--- src/hdl/tsaq_pkg.sv ---
`timescale 1ns / 1ps
// ----------------------------------------------------------------------------
// tsaq_pkg
// shared types and constants of the touch sample averaging and qualify block
// ----------------------------------------------------------------------------
package tsaq_pkg;

   // field widths of the stream payloads
   localparam int INPUT_W     = 12;
   localparam int POS_W       = 13;
   localparam int PRES_W      = 11;
   localparam int LIMIT_W     = 13;
   localparam int REQ_DATA_W  = 48;
   localparam int RSP_DATA_W  = 40;
   localparam int CSR_INDEX_W = 2;

   // register indexes of the configuration channel
   localparam logic [CSR_INDEX_W-1:0] CSR_COORD_LIMIT    = 2'd0;
   localparam logic [CSR_INDEX_W-1:0] CSR_X_SPREAD_LIMIT = 2'd1;
   localparam logic [CSR_INDEX_W-1:0] CSR_Y_SPREAD_LIMIT = 2'd2;

   // register reset values
   localparam logic [LIMIT_W-1:0] COORD_LIMIT_RESET  = 13'd910;
   localparam logic [LIMIT_W-1:0] SPREAD_LIMIT_RESET = 13'd100;

   // reported pressure of a qualified touch
   localparam logic [PRES_W-1:0] TOUCH_PRESSURE = 11'd1024;

   typedef struct packed {
      logic [LIMIT_W-1:0] coord_limit;
      logic [LIMIT_W-1:0] x_spread_limit;
      logic [LIMIT_W-1:0] y_spread_limit;
   } tsaq_limits_type;

endpackage

--- src/hdl/tsaq_accum.sv ---
`timescale 1ns / 1ps
// ----------------------------------------------------------------------------
// tsaq_accum
// input register, per-axis sum and min/max accumulation, round snapshot
// ----------------------------------------------------------------------------
module tsaq_accum import tsaq_pkg::*; #(
   parameter int NUM_ROUNDS = 10,
   parameter int ADC_BITS   = 12,
   parameter int VAL_W      = 13,
   parameter int TOT_W      = 17
) (
   input  logic                  clock,
   input  logic                  reset,
   input  logic                  req_valid,
   output logic                  req_ready,
   input  logic [REQ_DATA_W-1:0] req_data,
   output logic                  snap_valid,
   input  logic                  snap_ready,
   output logic [TOT_W-1:0]      snap_x_total,
   output logic [TOT_W-1:0]      snap_y_total,
   output logic [VAL_W-1:0]      snap_x_low,
   output logic [VAL_W-1:0]      snap_x_high,
   output logic [VAL_W-1:0]      snap_y_low,
   output logic [VAL_W-1:0]      snap_y_high
);

   localparam int RND_W = (NUM_ROUNDS > 1) ? $clog2(NUM_ROUNDS) : 1;
   localparam int CMP_W = (VAL_W > INPUT_W) ? VAL_W : INPUT_W;
   localparam logic [RND_W-1:0] LAST_ROUND = RND_W'(NUM_ROUNDS - 1);
   localparam logic [CMP_W-1:0] TOP_CODE   = CMP_W'((64'd1 << ADC_BITS) - 64'd1);
   localparam logic [VAL_W-1:0] LOW_RESET  = VAL_W'((64'd1 << ADC_BITS) - 64'd1);
   localparam logic [VAL_W-1:0] FULL_SCALE = VAL_W'(64'd1 << ADC_BITS);

   function automatic logic [VAL_W-1:0] clamp(input logic [INPUT_W-1:0] raw);
      logic [CMP_W-1:0] wide;
      wide = CMP_W'(raw);
      return (wide > TOP_CODE) ? VAL_W'(TOP_CODE) : VAL_W'(wide);
   endfunction

   function automatic logic [VAL_W-1:0] min3(input logic [VAL_W-1:0] a,
                                            input logic [VAL_W-1:0] b,
                                            input logic [VAL_W-1:0] c);
      logic [VAL_W-1:0] m;
      m = (b < a) ? b : a;
      return (c < m) ? c : m;
   endfunction

   function automatic logic [VAL_W-1:0] max3(input logic [VAL_W-1:0] a,
                                            input logic [VAL_W-1:0] b,
                                            input logic [VAL_W-1:0] c);
      logic [VAL_W-1:0] m;
      m = (b > a) ? b : a;
      return (c > m) ? c : m;
   endfunction

   logic                  in_valid_ff, in_valid_in;
   logic [REQ_DATA_W-1:0] in_data_ff;
   logic [RND_W-1:0]      round_ff, round_in;
   logic [TOT_W-1:0]      x_total_ff, x_total_in, y_total_ff, y_total_in;
   logic [VAL_W-1:0]      x_low_ff, x_low_in, x_high_ff, x_high_in;
   logic [VAL_W-1:0]      y_low_ff, y_low_in, y_high_ff, y_high_in;
   logic                  snap_valid_ff, snap_valid_in;
   logic [TOT_W-1:0]      snap_x_total_ff, snap_y_total_ff;
   logic [VAL_W-1:0]      snap_x_low_ff, snap_x_high_ff, snap_y_low_ff, snap_y_high_ff;

   logic                  in_last, snap_free, in_move;
   logic [VAL_W-1:0]      xf, yf, xr, yr;
   logic [TOT_W-1:0]      x_sum, y_sum;
   logic [VAL_W-1:0]      x_lo, x_hi, y_lo, y_hi;

   // readings of the held round, reversed ones mirrored about full scale
   assign xf = clamp(in_data_ff[0*INPUT_W +: INPUT_W]);
   assign yf = clamp(in_data_ff[1*INPUT_W +: INPUT_W]);
   assign xr = FULL_SCALE - clamp(in_data_ff[2*INPUT_W +: INPUT_W]);
   assign yr = FULL_SCALE - clamp(in_data_ff[3*INPUT_W +: INPUT_W]);

   assign x_sum = x_total_ff + TOT_W'(xf) + TOT_W'(xr);
   assign y_sum = y_total_ff + TOT_W'(yf) + TOT_W'(yr);
   assign x_lo  = min3(x_low_ff, xf, xr);
   assign x_hi  = max3(x_high_ff, xf, xr);
   assign y_lo  = min3(y_low_ff, yf, yr);
   assign y_hi  = max3(y_high_ff, yf, yr);

   // a closing round waits only when the snapshot cannot take it
   assign in_last   = (round_ff == LAST_ROUND);
   assign snap_free = !snap_valid_ff || snap_ready;
   assign in_move   = in_valid_ff && (!in_last || snap_free);
   assign req_ready = !in_valid_ff || in_move;

   always_comb begin
      in_valid_in   = req_ready ? req_valid : in_valid_ff;
      round_in      = round_ff;
      x_total_in    = x_total_ff;
      y_total_in    = y_total_ff;
      x_low_in      = x_low_ff;
      x_high_in     = x_high_ff;
      y_low_in      = y_low_ff;
      y_high_in     = y_high_ff;
      snap_valid_in = snap_ready ? 1'b0 : snap_valid_ff;
      if (in_move) begin
         if (in_last) begin
            round_in      = '0;
            x_total_in    = '0;
            y_total_in    = '0;
            x_low_in      = LOW_RESET;
            x_high_in     = '0;
            y_low_in      = LOW_RESET;
            y_high_in     = '0;
            snap_valid_in = 1'b1;
         end else begin
            round_in      = round_ff + RND_W'(1);
            x_total_in    = x_sum;
            y_total_in    = y_sum;
            x_low_in      = x_lo;
            x_high_in     = x_hi;
            y_low_in      = y_lo;
            y_high_in     = y_hi;
         end
      end
   end

   always_ff @(posedge clock) begin
      if (reset) begin
         in_valid_ff   <= 1'b0;
         round_ff      <= '0;
         x_total_ff    <= '0;
         y_total_ff    <= '0;
         x_low_ff      <= LOW_RESET;
         x_high_ff     <= '0;
         y_low_ff      <= LOW_RESET;
         y_high_ff     <= '0;
         snap_valid_ff <= 1'b0;
      end else begin
         in_valid_ff   <= in_valid_in;
         round_ff      <= round_in;
         x_total_ff    <= x_total_in;
         y_total_ff    <= y_total_in;
         x_low_ff      <= x_low_in;
         x_high_ff     <= x_high_in;
         y_low_ff      <= y_low_in;
         y_high_ff     <= y_high_in;
         snap_valid_ff <= snap_valid_in;
      end
   end

   always_ff @(posedge clock) begin
      if (req_valid && req_ready) begin
         in_data_ff <= req_data;
      end
      if (in_move && in_last) begin
         snap_x_total_ff <= x_sum;
         snap_y_total_ff <= y_sum;
         snap_x_low_ff   <= x_lo;
         snap_x_high_ff  <= x_hi;
         snap_y_low_ff   <= y_lo;
         snap_y_high_ff  <= y_hi;
      end
   end

   assign snap_valid   = snap_valid_ff;
   assign snap_x_total = snap_x_total_ff;
   assign snap_y_total = snap_y_total_ff;
   assign snap_x_low   = snap_x_low_ff;
   assign snap_x_high  = snap_x_high_ff;
   assign snap_y_low   = snap_y_low_ff;
   assign snap_y_high  = snap_y_high_ff;

endmodule

--- src/hdl/tsaq_qualify.sv ---
`timescale 1ns / 1ps
// ----------------------------------------------------------------------------
// tsaq_qualify
// averaging by reciprocal multiply, touch qualification, result register
// ----------------------------------------------------------------------------
module tsaq_qualify import tsaq_pkg::*; #(
   parameter int NUM_ROUNDS = 10,
   parameter int ADC_BITS   = 12,
   parameter int VAL_W      = 13,
   parameter int TOT_W      = 17
) (
   input  logic                  clock,
   input  logic                  reset,
   input  tsaq_limits_type       limits,
   input  logic                  snap_valid,
   output logic                  snap_ready,
   input  logic [TOT_W-1:0]      snap_x_total,
   input  logic [TOT_W-1:0]      snap_y_total,
   input  logic [VAL_W-1:0]      snap_x_low,
   input  logic [VAL_W-1:0]      snap_x_high,
   input  logic [VAL_W-1:0]      snap_y_low,
   input  logic [VAL_W-1:0]      snap_y_high,
   output logic                  rsp_valid,
   input  logic                  rsp_ready,
   output logic [RSP_DATA_W-1:0] rsp_data
);

   // exact floor division: t * ceil(2^SH / DIV) >> SH for every t below 2^TOT_W
   localparam int DIVISOR = 2 * NUM_ROUNDS;
   localparam int DIV_LOG = $clog2(DIVISOR);
   localparam int SH      = TOT_W + DIV_LOG;
   localparam int MW      = TOT_W + 2;
   localparam int PW      = TOT_W + MW;
   localparam int AVG_W   = VAL_W;
   localparam int CW      = (AVG_W > LIMIT_W) ? AVG_W : LIMIT_W;
   localparam int PAD_W   = RSP_DATA_W - 2 * POS_W - PRES_W;
   localparam logic [MW-1:0] RECIP =
      MW'(((64'd1 << SH) + 64'(DIVISOR) - 64'd1) / 64'(DIVISOR));
   localparam logic [AVG_W-1:0] FULL_SCALE = AVG_W'(64'd1 << ADC_BITS);

   logic              rsp_valid_ff, rsp_valid_in;
   logic [POS_W-1:0]  x_pos_ff, y_pos_ff;
   logic [PRES_W-1:0] pres_ff;

   logic              out_free;
   logic [PW-1:0]     x_prod, y_prod;
   logic [AVG_W-1:0]  x_avg, y_avg, y_mirror;
   logic [VAL_W-1:0]  x_spread, y_spread;
   logic              touched;

   assign x_prod = PW'(snap_x_total) * PW'(RECIP);
   assign y_prod = PW'(snap_y_total) * PW'(RECIP);
   assign x_avg  = x_prod[SH +: AVG_W];
   assign y_avg  = y_prod[SH +: AVG_W];

   assign y_mirror = FULL_SCALE - y_avg;

   assign x_spread = (snap_x_high >= snap_x_low) ? (snap_x_high - snap_x_low) : '0;
   assign y_spread = (snap_y_high >= snap_y_low) ? (snap_y_high - snap_y_low) : '0;

   assign touched = (CW'(x_avg) < CW'(limits.coord_limit)) &&
                    (CW'(y_avg) < CW'(limits.coord_limit)) &&
                    (CW'(x_spread) < CW'(limits.x_spread_limit)) &&
                    (CW'(y_spread) < CW'(limits.y_spread_limit));

   assign out_free     = !rsp_valid_ff || rsp_ready;
   assign snap_ready   = out_free;
   assign rsp_valid_in = out_free ? snap_valid : rsp_valid_ff;

   always_ff @(posedge clock) begin
      if (reset) begin
         rsp_valid_ff <= 1'b0;
      end else begin
         rsp_valid_ff <= rsp_valid_in;
      end
   end

   always_ff @(posedge clock) begin
      if (snap_valid && out_free) begin
         x_pos_ff <= POS_W'(x_avg);
         y_pos_ff <= POS_W'(y_mirror);
         pres_ff  <= touched ? TOUCH_PRESSURE : '0;
      end
   end

   assign rsp_valid = rsp_valid_ff;
   assign rsp_data  = {{PAD_W{1'b0}}, pres_ff, y_pos_ff, x_pos_ff};

endmodule

--- src/hdl/touch_sample_average_and_qualify_top.sv ---
`timescale 1ns / 1ps
// ----------------------------------------------------------------------------
// touch_sample_average_and_qualify_top
// averages resistive touch panel rounds and qualifies a touch
// ----------------------------------------------------------------------------
// usage
//  - req channel: one transaction per measurement round carrying forward and
//    reversed X/Y readings; reversed readings are mirrored as full scale minus
//    value before they join the per-axis sums and min/max
//  - after NUM_ROUNDS rounds one rsp transaction carries the averaged X, the
//    mirrored averaged Y and the pressure (1024 when touch qualifies, else 0);
//    rounds that do not close a group produce no rsp transaction
//  - csr channel: always ready, writes coord_limit, x_spread_limit and
//    y_spread_limit by index; unknown indexes are dropped
//  - throughput: one round per clock unless an rsp stall backs up to the input
//    register; the accumulate stage and the divide / qualify stage are registered
//  - result path: rsp_tvalid rises once the closing round's transaction has
//    passed the input register, snapshot register and result register
//  - reset clears the accumulators, the round count, all valid flags and sets
//    the limits to 910 / 100 / 100
//  - rsp stall: the result register holds; rounds keep flowing until one group
//    waits in the result register and a second in the snapshot register, then
//    the next closing round holds in the input register and req_tready drops
// ----------------------------------------------------------------------------
module touch_sample_average_and_qualify_top import tsaq_pkg::*; #(
   parameter int NUM_ROUNDS = 10,
   parameter int ADC_BITS   = 12
) (
   input  logic                   clock,
   input  logic                   reset,
   // round channel
   input  logic                   req_tvalid,
   output logic                   req_tready,
   input  logic [REQ_DATA_W-1:0]  req_tdata,   // x_forward, y_forward, x_reverse, y_reverse
   // result channel
   output logic                   rsp_tvalid,
   input  logic                   rsp_tready,
   output logic [RSP_DATA_W-1:0]  rsp_tdata,   // x_position, y_position, pressure, zero pad
   // register write channel
   input  logic                   csr_valid,
   output logic                   csr_ready,
   input  logic [CSR_INDEX_W-1:0] csr_index,
   input  logic [LIMIT_W-1:0]     csr_data
);

   // value width holds full scale itself (mirror of a zero reading)
   localparam int VAL_W = ADC_BITS + 1;
   localparam int TOT_W = $clog2(2 * NUM_ROUNDS * (2 ** ADC_BITS) + 1);

   tsaq_limits_type  limits_ff, limits_in;

   logic             snap_valid, snap_ready;
   logic [TOT_W-1:0] snap_x_total, snap_y_total;
   logic [VAL_W-1:0] snap_x_low, snap_x_high, snap_y_low, snap_y_high;

   // configuration registers
   assign csr_ready = 1'b1;

   always_comb begin
      limits_in = limits_ff;
      if (csr_valid) begin
         case (csr_index)
            CSR_COORD_LIMIT:    limits_in.coord_limit    = csr_data;
            CSR_X_SPREAD_LIMIT: limits_in.x_spread_limit = csr_data;
            CSR_Y_SPREAD_LIMIT: limits_in.y_spread_limit = csr_data;
            default:            limits_in = limits_ff;
         endcase
      end
   end

   always_ff @(posedge clock) begin
      if (reset) begin
         limits_ff.coord_limit    <= COORD_LIMIT_RESET;
         limits_ff.x_spread_limit <= SPREAD_LIMIT_RESET;
         limits_ff.y_spread_limit <= SPREAD_LIMIT_RESET;
      end else begin
         limits_ff <= limits_in;
      end
   end

   // round accumulation, hands each finished group to the snapshot register
   tsaq_accum #(
      .NUM_ROUNDS (NUM_ROUNDS),
      .ADC_BITS   (ADC_BITS),
      .VAL_W      (VAL_W),
      .TOT_W      (TOT_W)
   ) u_accum (
      .clock        (clock),
      .reset        (reset),
      .req_valid    (req_tvalid),
      .req_ready    (req_tready),
      .req_data     (req_tdata),
      .snap_valid   (snap_valid),
      .snap_ready   (snap_ready),
      .snap_x_total (snap_x_total),
      .snap_y_total (snap_y_total),
      .snap_x_low   (snap_x_low),
      .snap_x_high  (snap_x_high),
      .snap_y_low   (snap_y_low),
      .snap_y_high  (snap_y_high)
   );

   // averaging, qualification and result register
   tsaq_qualify #(
      .NUM_ROUNDS (NUM_ROUNDS),
      .ADC_BITS   (ADC_BITS),
      .VAL_W      (VAL_W),
      .TOT_W      (TOT_W)
   ) u_qualify (
      .clock        (clock),
      .reset        (reset),
      .limits       (limits_ff),
      .snap_valid   (snap_valid),
      .snap_ready   (snap_ready),
      .snap_x_total (snap_x_total),
      .snap_y_total (snap_y_total),
      .snap_x_low   (snap_x_low),
      .snap_x_high  (snap_x_high),
      .snap_y_low   (snap_y_low),
      .snap_y_high  (snap_y_high),
      .rsp_valid    (rsp_tvalid),
      .rsp_ready    (rsp_tready),
      .rsp_data     (rsp_tdata)
   );

`ifndef SYNTHESIS
   // a finished group waiting for the result stage keeps its totals
   a_snap_hold: assert property (@(posedge clock) disable iff (reset)
      snap_valid && !snap_ready |=> snap_valid && $stable(snap_x_total)
                                    && $stable(snap_y_total))
      else $error("snapshot changed while waiting");

   // a group's min never exceeds its max
   a_snap_order: assert property (@(posedge clock) disable iff (reset)
      snap_valid |-> snap_x_low <= snap_x_high && snap_y_low <= snap_y_high)
      else $error("snapshot min above max");

   // pressure only takes its two legal values
   a_pressure: assert property (@(posedge clock) disable iff (reset)
      rsp_tvalid |-> rsp_tdata[36:26] == '0 || rsp_tdata[36:26] == TOUCH_PRESSURE)
      else $error("illegal pressure value");

   // nothing is pending right after reset
   a_reset_idle: assert property (@(posedge clock)
      reset |=> !rsp_tvalid && !snap_valid)
      else $error("valid flag survived reset");
`endif

endmodule
--- config.mk ---
export PLATFORM = sky130hd
export DESIGN_NAME = touch_sample_average_and_qualify_top
export DESIGN_NICKNAME = d
export VERILOG_FILES = /design/src/hdl/tsaq_pkg.sv /design/src/hdl/tsaq_accum.sv /design/src/hdl/tsaq_qualify.sv /design/src/hdl/touch_sample_average_and_qualify_top.sv
export SDC_FILE = /design/constraint.sdc
export NUM_CORES = 1
export LEC_CHECK = 0
export BUFFER_PORTS_ARGS = -buffer_cell sky130_fd_sc_hd__buf_2
export CAP_MARGIN = 20
export CORE_ASPECT_RATIO = 0.75
export CORE_MARGIN = 10
export CORE_UTILIZATION = 45
export CTS_CLUSTER_SIZE = 10
export DETAILED_ROUTE_END_ITERATION = 12
export SKIP_CTS_REPAIR_TIMING = 1
export SLEW_MARGIN = 10
export SYNTH_ARGS = -nofsm -noshare
export SYNTH_HDL_FRONTEND = slang
export SYNTH_SLANG_ARGS = --single-unit
--- constraint.sdc ---
create_clock -name clock -period 8.6 [get_ports clock]
set_input_delay 0.43 -clock clock [delete_from_list [all_inputs] [get_ports clock]]
set_output_delay 0.43 -clock clock [all_outputs]
set_load 0.005 [all_outputs]
# --- Word-level counts from Yosys, hierarchy flattened ---
# Index checks and enable logic that the tools add are counted.
classes:
  n_addsub: 10
  n_eq_ne: 3
  muxes: 21
  n_reduce_logical: 19
  magnitude_cmp: 14
  multipliers: 2
op_table:
  columns: ["operator", "count"]
  rows:
  - ["$mux W13", 14]
  - ["$lt A13 B13 Y1", 6]
  - ["$mul A17 B16 Y33 const B", 2]
  - ["$add A17 B12 Y17", 2]
  - ["$add A17 B13 Y17", 2]
  - ["$mux W17", 2]
  - ["$ge A13 B13 Y1", 2]
  - ["$gt A12 B13 Y1", 2]
  - ["$gt A13 B13 Y1", 2]
  - ["$lt A12 B13 Y1", 2]
  - ["$sub A13 B12 Y13 const A", 2]
  - ["$sub A13 B13 Y13", 2]
  - ["$sub A13 B13 Y13 const A", 1]
  - ["$mux W11", 1]
  - ["$logic_and A1 B1 Y1", 7]
  - ["$reduce_and A2 Y1", 3]
  - ["$add A4 B1 Y4 const B", 1]
  - ["$eq A4 B4 Y1 const B", 1]
  - ["$logic_not A1 Y1", 4]
  - ["$logic_or A1 B1 Y1", 4]
  - ["$mux W4", 1]
  - ["$mux W1", 3]
  - ["$eq A2 B1 Y1 const B", 1]
  - ["$eq A2 B2 Y1 const B", 1]
  - ["$logic_not A2 Y1", 1]
totals:
  elab_cells: 92
  input_bits: 68
  output_inout_bits: 43
  ff_bits: 303

# --- Longest topological paths before layout ---
logic_depth:
  word_depth: 7
  mapped_depth: 33

# --- Hierarchy ---
# Synthesis repeated with hierarchy kept, for this count alone.
unflattened:
  hier_cells: 2882
  area_unflattened_um2: 28143.2
by_module_without_submodules:
  columns: ["mod", "area_per_inst_um2", "cells_each", "n_inst"]
  rows:
  - ["tsaq_accum", 13554.2, 1331, 1]
  - ["tsaq_qualify", 12993.7, 1398, 1]
  - ["touch_sample_average_and_qualify_top", 1595.3, 153, 1]

# --- Worst setup path before layout ---
# No wires, ideal clock.
synth_timing:
  kind: "reg2reg"
  from: "register u_accum.snap_y_total_ff[6], in the netlist u_accum.snap_y_total[6]"
  to: "register u_qualify.pres_ff[10], data pin"
  path_buffers: 0
  setup_time_ns: 0.174
  setup_slack_ns: 1.601
  t_arrival_ns: 6.825
  synth_period_minus_slack_ns: 6.999
  stages_incl_launch_ff: 30
  cell_sequence: "edfxtp_1 -> ha_1 -> inv_1 -> fa_1 -> inv_1 -> fa_1 -> fa_1 -> fa_1 -> inv_1 -> fa_1 -> inv_1 -> ha_1 -> a21oi_1 -> o21ai_0 -> a22oi_1 -> o21ai_0 -> a21o_1 -> a21o_1 -> a21oi_1 -> o21bai_1 -> xnor2_1 -> ha_1 -> or4_1 -> a21oi_1 -> nand4_1 -> nor2_1 -> o221ai_1 -> nor3_1 -> o211ai_1 -> a311oi_1"
synth_via:
  elab_chain_len: 6
synth_rtl:
  columns: ["item", "line", "rtl"]
  rows:
  - ["start: declaration", "tsaq_accum.sv:63", "logic [TOT_W-1:0] snap_x_total_ff, snap_y_total_ff;"]
  - ["start signal: assignment", "tsaq_accum.sv:152", "snap_y_total_ff <= y_sum;"]
  - ["$mul A17 B16 Y33", "tsaq_qualify.sv:52", "assign y_prod = PW'(snap_y_total) * PW'(RECIP);"]
  - ["$lt A13 B13 Y1", "tsaq_qualify.sv:62", "(CW'(y_avg) < CW'(limits.coord_limit)) &&"]
  - ["$logic_and A1 B1 Y1", "tsaq_qualify.sv:61", "assign touched = (CW'(x_avg) < CW'(limits.coord_limit)) &&"]
  - ["$logic_and A1 B1 Y1", "tsaq_qualify.sv:62", null]
  - ["$logic_and A1 B1 Y1", "tsaq_qualify.sv:63", "(CW'(x_spread) < CW'(limits.x_spread_limit)) &&"]
  - ["net u_qualify.touched", "tsaq_qualify.sv:49", "logic touched;"]
  - ["$mux W11", "tsaq_qualify.sv:82", "pres_ff <= touched ? TOUCH_PRESSURE : '0;"]
  - ["end signal: assignment", "tsaq_qualify.sv:82", null]
  - ["end: declaration", "tsaq_qualify.sv:43", "logic [PRES_W-1:0] pres_ff;"]
# The timed path passes the listed nets, and every way through them passes these cells.
# A chain may end at the register's enable or synchronous reset.

# --- Final worst setup path ---
layout_timing:
  from: "register u_accum.snap_y_total_ff[8], in the netlist u_accum.snap_y_total[8]"
  to: "register u_qualify.pres_ff[10], data pin"
# Same word-level chain as after synthesis.

==> results by group <==
Final layout
  • Area growth from synthesis to final layout: 9.41%
  • Number of standard cells in the layout, taps in and fillers out: between 3,000 and 4,000
  • Most common cell after layout, fill and taps aside: inv_1
  • Layout Utilization: 0.501
  • Most frequent cells in the layout: inv_1, ha_1, fa_1, edfxtp_1, a21oi_1
  • Filler cell count: 5,581
  • Antenna diode count: 0
  • Cell area after layout: 29,800 um^2
  • Number of nets at the end of the flow: approximately 3,600
  • Fraction of layout cells with a size suffix above 1: 0.0677

Critical path
  • CP Launch Type: flip-flop
  • Worst Setup End Kind: flip-flop
  • Data required time at the worst endpoint: about 9000 ps
  • Largest stage delay on the critical path: ~600 ps
  • CP Data Arrival Time: roughly 8500 ps
  • Startpoint-to-endpoint class of the critical path: flip-flop to flip-flop
  • Worst reg2reg setup slack: 540 ps
  • Critical path's slowest cell: fa_1
  • Biggest fanout along the worst timing path: 5

Route
  • DR vias/cell: between 5 and 6
  • Final antenna-violating net count: 0
  • Iteration-0 DRC count of the detailed router: between 1,000 and 1,500
  • Total routed wirelength: roughly 76,000 um
  • DR vias: ~20,000
  • Initial DRT Pass Iterations: 7
  • DRC: 0
  • Post-DR wirelength/cell: slightly above 20 um

Pwr
  • Sequential power share: 0.379
  • Total chip power: approximately 4.4 mW
  • Power Internal: 2.90 mW
  • Portion of total power attributed to the clock network: 0.348
  • Switch share: 0.336
  • Worst vdd rail ir drop: roughly 160 uV
  • P_sw: roughly 1.5 mW
  • Power share of the combinational group: 0.273
  • P per Cell Area: about 150 nW/um^2
  • Leakage power: 14.7 nW

Timing
  • RSZ-0062 raised after global routing: no
  • Portion of the clock cycle consumed by the worst path in the final layout: 0.937
  • Final hold slack: between 20 and 25 ps
  • Post-Route Setup TNS: 0 ps
  • Final count of hold timing violations: 0
  • Max-slew headroom at the worst pin: 0.283
  • Peak Freq: about 0.12 GHz
  • Period minus WS final: slightly above 8000 ps
  • Post-route setup slack: around 540 ps
  • Post-route clock skew: about 23 ps
  • Pins over their slew limit: 0
  • # setup viols final: 0
  • Worst Max-Slew Pin Slew: between 1000 and 1500 ps

Clock network
  • Clock-pin slew on the worst setup and hold paths: around 60 ps
  • Number of buffers on the longest clock path: 3
  • CTS tree: built
  • Number of clock sinks: 293
  • Root buf cell: clkbuf_16
  • Clk Latency, worst-skew pair: around 580 ps
  • H-tree depth: 2
  • Number of clock buffers inserted by TritonCTS: 37

Global routing
  • Total global routing overflow: 0
  • Maximum number of pins on one net before global-route repair: 64
  • First-pass GRT wire length: about 120,000 um
  • Aggregate global-route resource usage: 0.212
  • Initial antenna violation count: 1
  • Via count of the first global-routing pass: roughly 20,000

Outcome
  • Outcome: finished, final reports clean

Logic synthesis
  • Predominant post-synthesis flop cell: edfxtp_1
  • Post-synth EDFFs: between 150 and 200
  • Distinct cell type count after synthesis: 77
  • Post-synthesis register bit count: 293
  • Synth async-reset ratio: 0
  • Cells after synthesis: approximately 2,800
  • Post-synthesis area per instance: ~9.8 um^2
  • Count of synthesis-stage warnings from yosys: 0
  • Syn Std Cell Area: approximately 27,000 um^2
  • Sequential element share of the synthesized area: 0.275

Floorplan
  • Site Rows: 77
  • Width of the die: 304 um
  • Starting utilization of the core area: 0.458
  • Core Area: 59,300 um^2
  • Die span in y: about 230 um
  • Overall die area: roughly 71,000 um^2
  • Top-Level Pins: between 100 and 150

Place
  • Routability Congestion: slightly above 0.9
  • Placed inst area: between 20,000 and 30,000 um^2
  • Post-Place Worst Slack: 709 ps
  • Cell Count Post-Placement: 3,632
  • HPWL reported at the end of detailed placement: around 63,000 um
  • Total of buffers placed on input and output ports: 96

Hold path
  • Type of the most critical hold path: input pin to flip-flop

Run
  • Maximum capacitance violations: 0
cells by family (layout without fill, tap and decap cells):
group	after synthesis	after routing	synth area share
AO/OA/AOI/OAI	470	470	0.116
XOR/XNOR	107	107	0.0345
adder cells (fa/ha/maj)	673	673	0.365
buffers and inverters	676	795	0.0955
flip-flops	293	293	0.275
multiplexers	77	77	0.0288
other	2	16	0.000276
AND/OR/NAND/NOR	479	479	0.0847
cell usage after synthesis (all sizes together) (15+ instances only):
cell,instances,area share
ha,471,0.22
nand2,116,0.016
a22oi,22,0.0061
dfxtp,132,0.097
nand3,35,0.0064
edfxtp,161,0.18
mux2i,66,0.024
buf,22,0.0052
o21ai,70,0.013
nand2b,18,0.0041
xnor2,60,0.019
nand4,32,0.0074
clkbuf,39,0.0054
nor2,155,0.021
a211o,15,0.0048
fa,202,0.15
a2bb2oi,22,0.0071
a21o,56,0.015
nor2b,29,0.0067
o21a,17,0.0047
a21oi,158,0.029
inv,615,0.085
xor2,47,0.015
a22o,29,0.0093
nor3,34,0.0063
worst paths after layout:
check / startpoint / endpoint / depth (start not counted)
worst max-delay path: u_accum.snap_y_total[8]$_DFFE_PP_ / u_qualify.pres_ff[10]$_DFFE_PP_ / 30
worst min-delay path: req_tdata[23] / u_accum.in_data_ff[23]$_DFFE_PP_ / 1
worst max register to register: u_accum.snap_y_total[8]$_DFFE_PP_ / u_qualify.pres_ff[10]$_DFFE_PP_ / 30
worst min register to register: u_accum.x_total_ff[1]$_SDFFE_PP0P_ / u_accum.x_total_ff[1]$_SDFFE_PP0P_ / 2
power by group through the flow:
stage	Clock (mW)	Sequential [mW]	Combinational, mW
final	1.52	1.66	1.19
after global routing	1.62	1.66	1.31
after CTS	1.56	1.65	1.17
after detailed placement	0	1.68	1.16
after global placement	0	1.68	1.14
after floorplan	0	1.66	0.796
sequential cells by signal, summed over array words and instances (netlist names), 4 cells and up:
register,flops
u_accum.in_data_ff,48
limits_ff,39
u_accum.x_total_ff,17
u_accum.y_low_ff,13
u_accum.snap_y_high,13
u_qualify.y_pos_ff,13
u_accum.round_ff,4
u_accum.snap_y_total,17
u_accum.snap_x_low,13
u_accum.snap_x_total,17
u_accum.x_low_ff,13
u_qualify.x_pos_ff,13
u_accum.y_total_ff,17
u_accum.x_high_ff,13
u_accum.snap_x_high,13
u_accum.y_high_ff,13
u_accum.snap_y_low,13
layer usage:
layer | vias to the layer above | GRT usage | part of all wire
li1 | 9515 | - | -
met2 | 430 | 0.314 | 0.42
met4 | 0 | 0.0514 | 0.019
met5 | - | 0 | 0
met3 | 70 | 0.0364 | 0.055
met1 | 9803 | 0.314 | 0.51
area by class of cell:
| class | instances | area, um^2 | share of cell area |
|---|---|---|---|
| Timing Repair Buffer | 112 | 601 | 0.0202 |
| Inverter | 615 | 2310 | 0.0776 |
| Multi-Input combinational cell | 1822 | 17200 | 0.579 |
| Clock inverter | 6 | 81.3 | 0.00273 |
| Clock buffer | 62 | 1080 | 0.0363 |
| Tap cell | 790 | 988 | 0.0332 |
| Sequential cell | 293 | 7480 | 0.251 |
critical path, delay by kind of cell, from the launching register on:
kind,cells,cell delay [ps]
DFF,1,530
xor gates and xnor gates,1,320
and+or+nand+nor,7,1120
buffers and inverters,5,350
adders and majority gates,8,3620
AOI/OAI and AO/OA,9,1910
No activity file was read; power rests on OpenSTA's default activity.
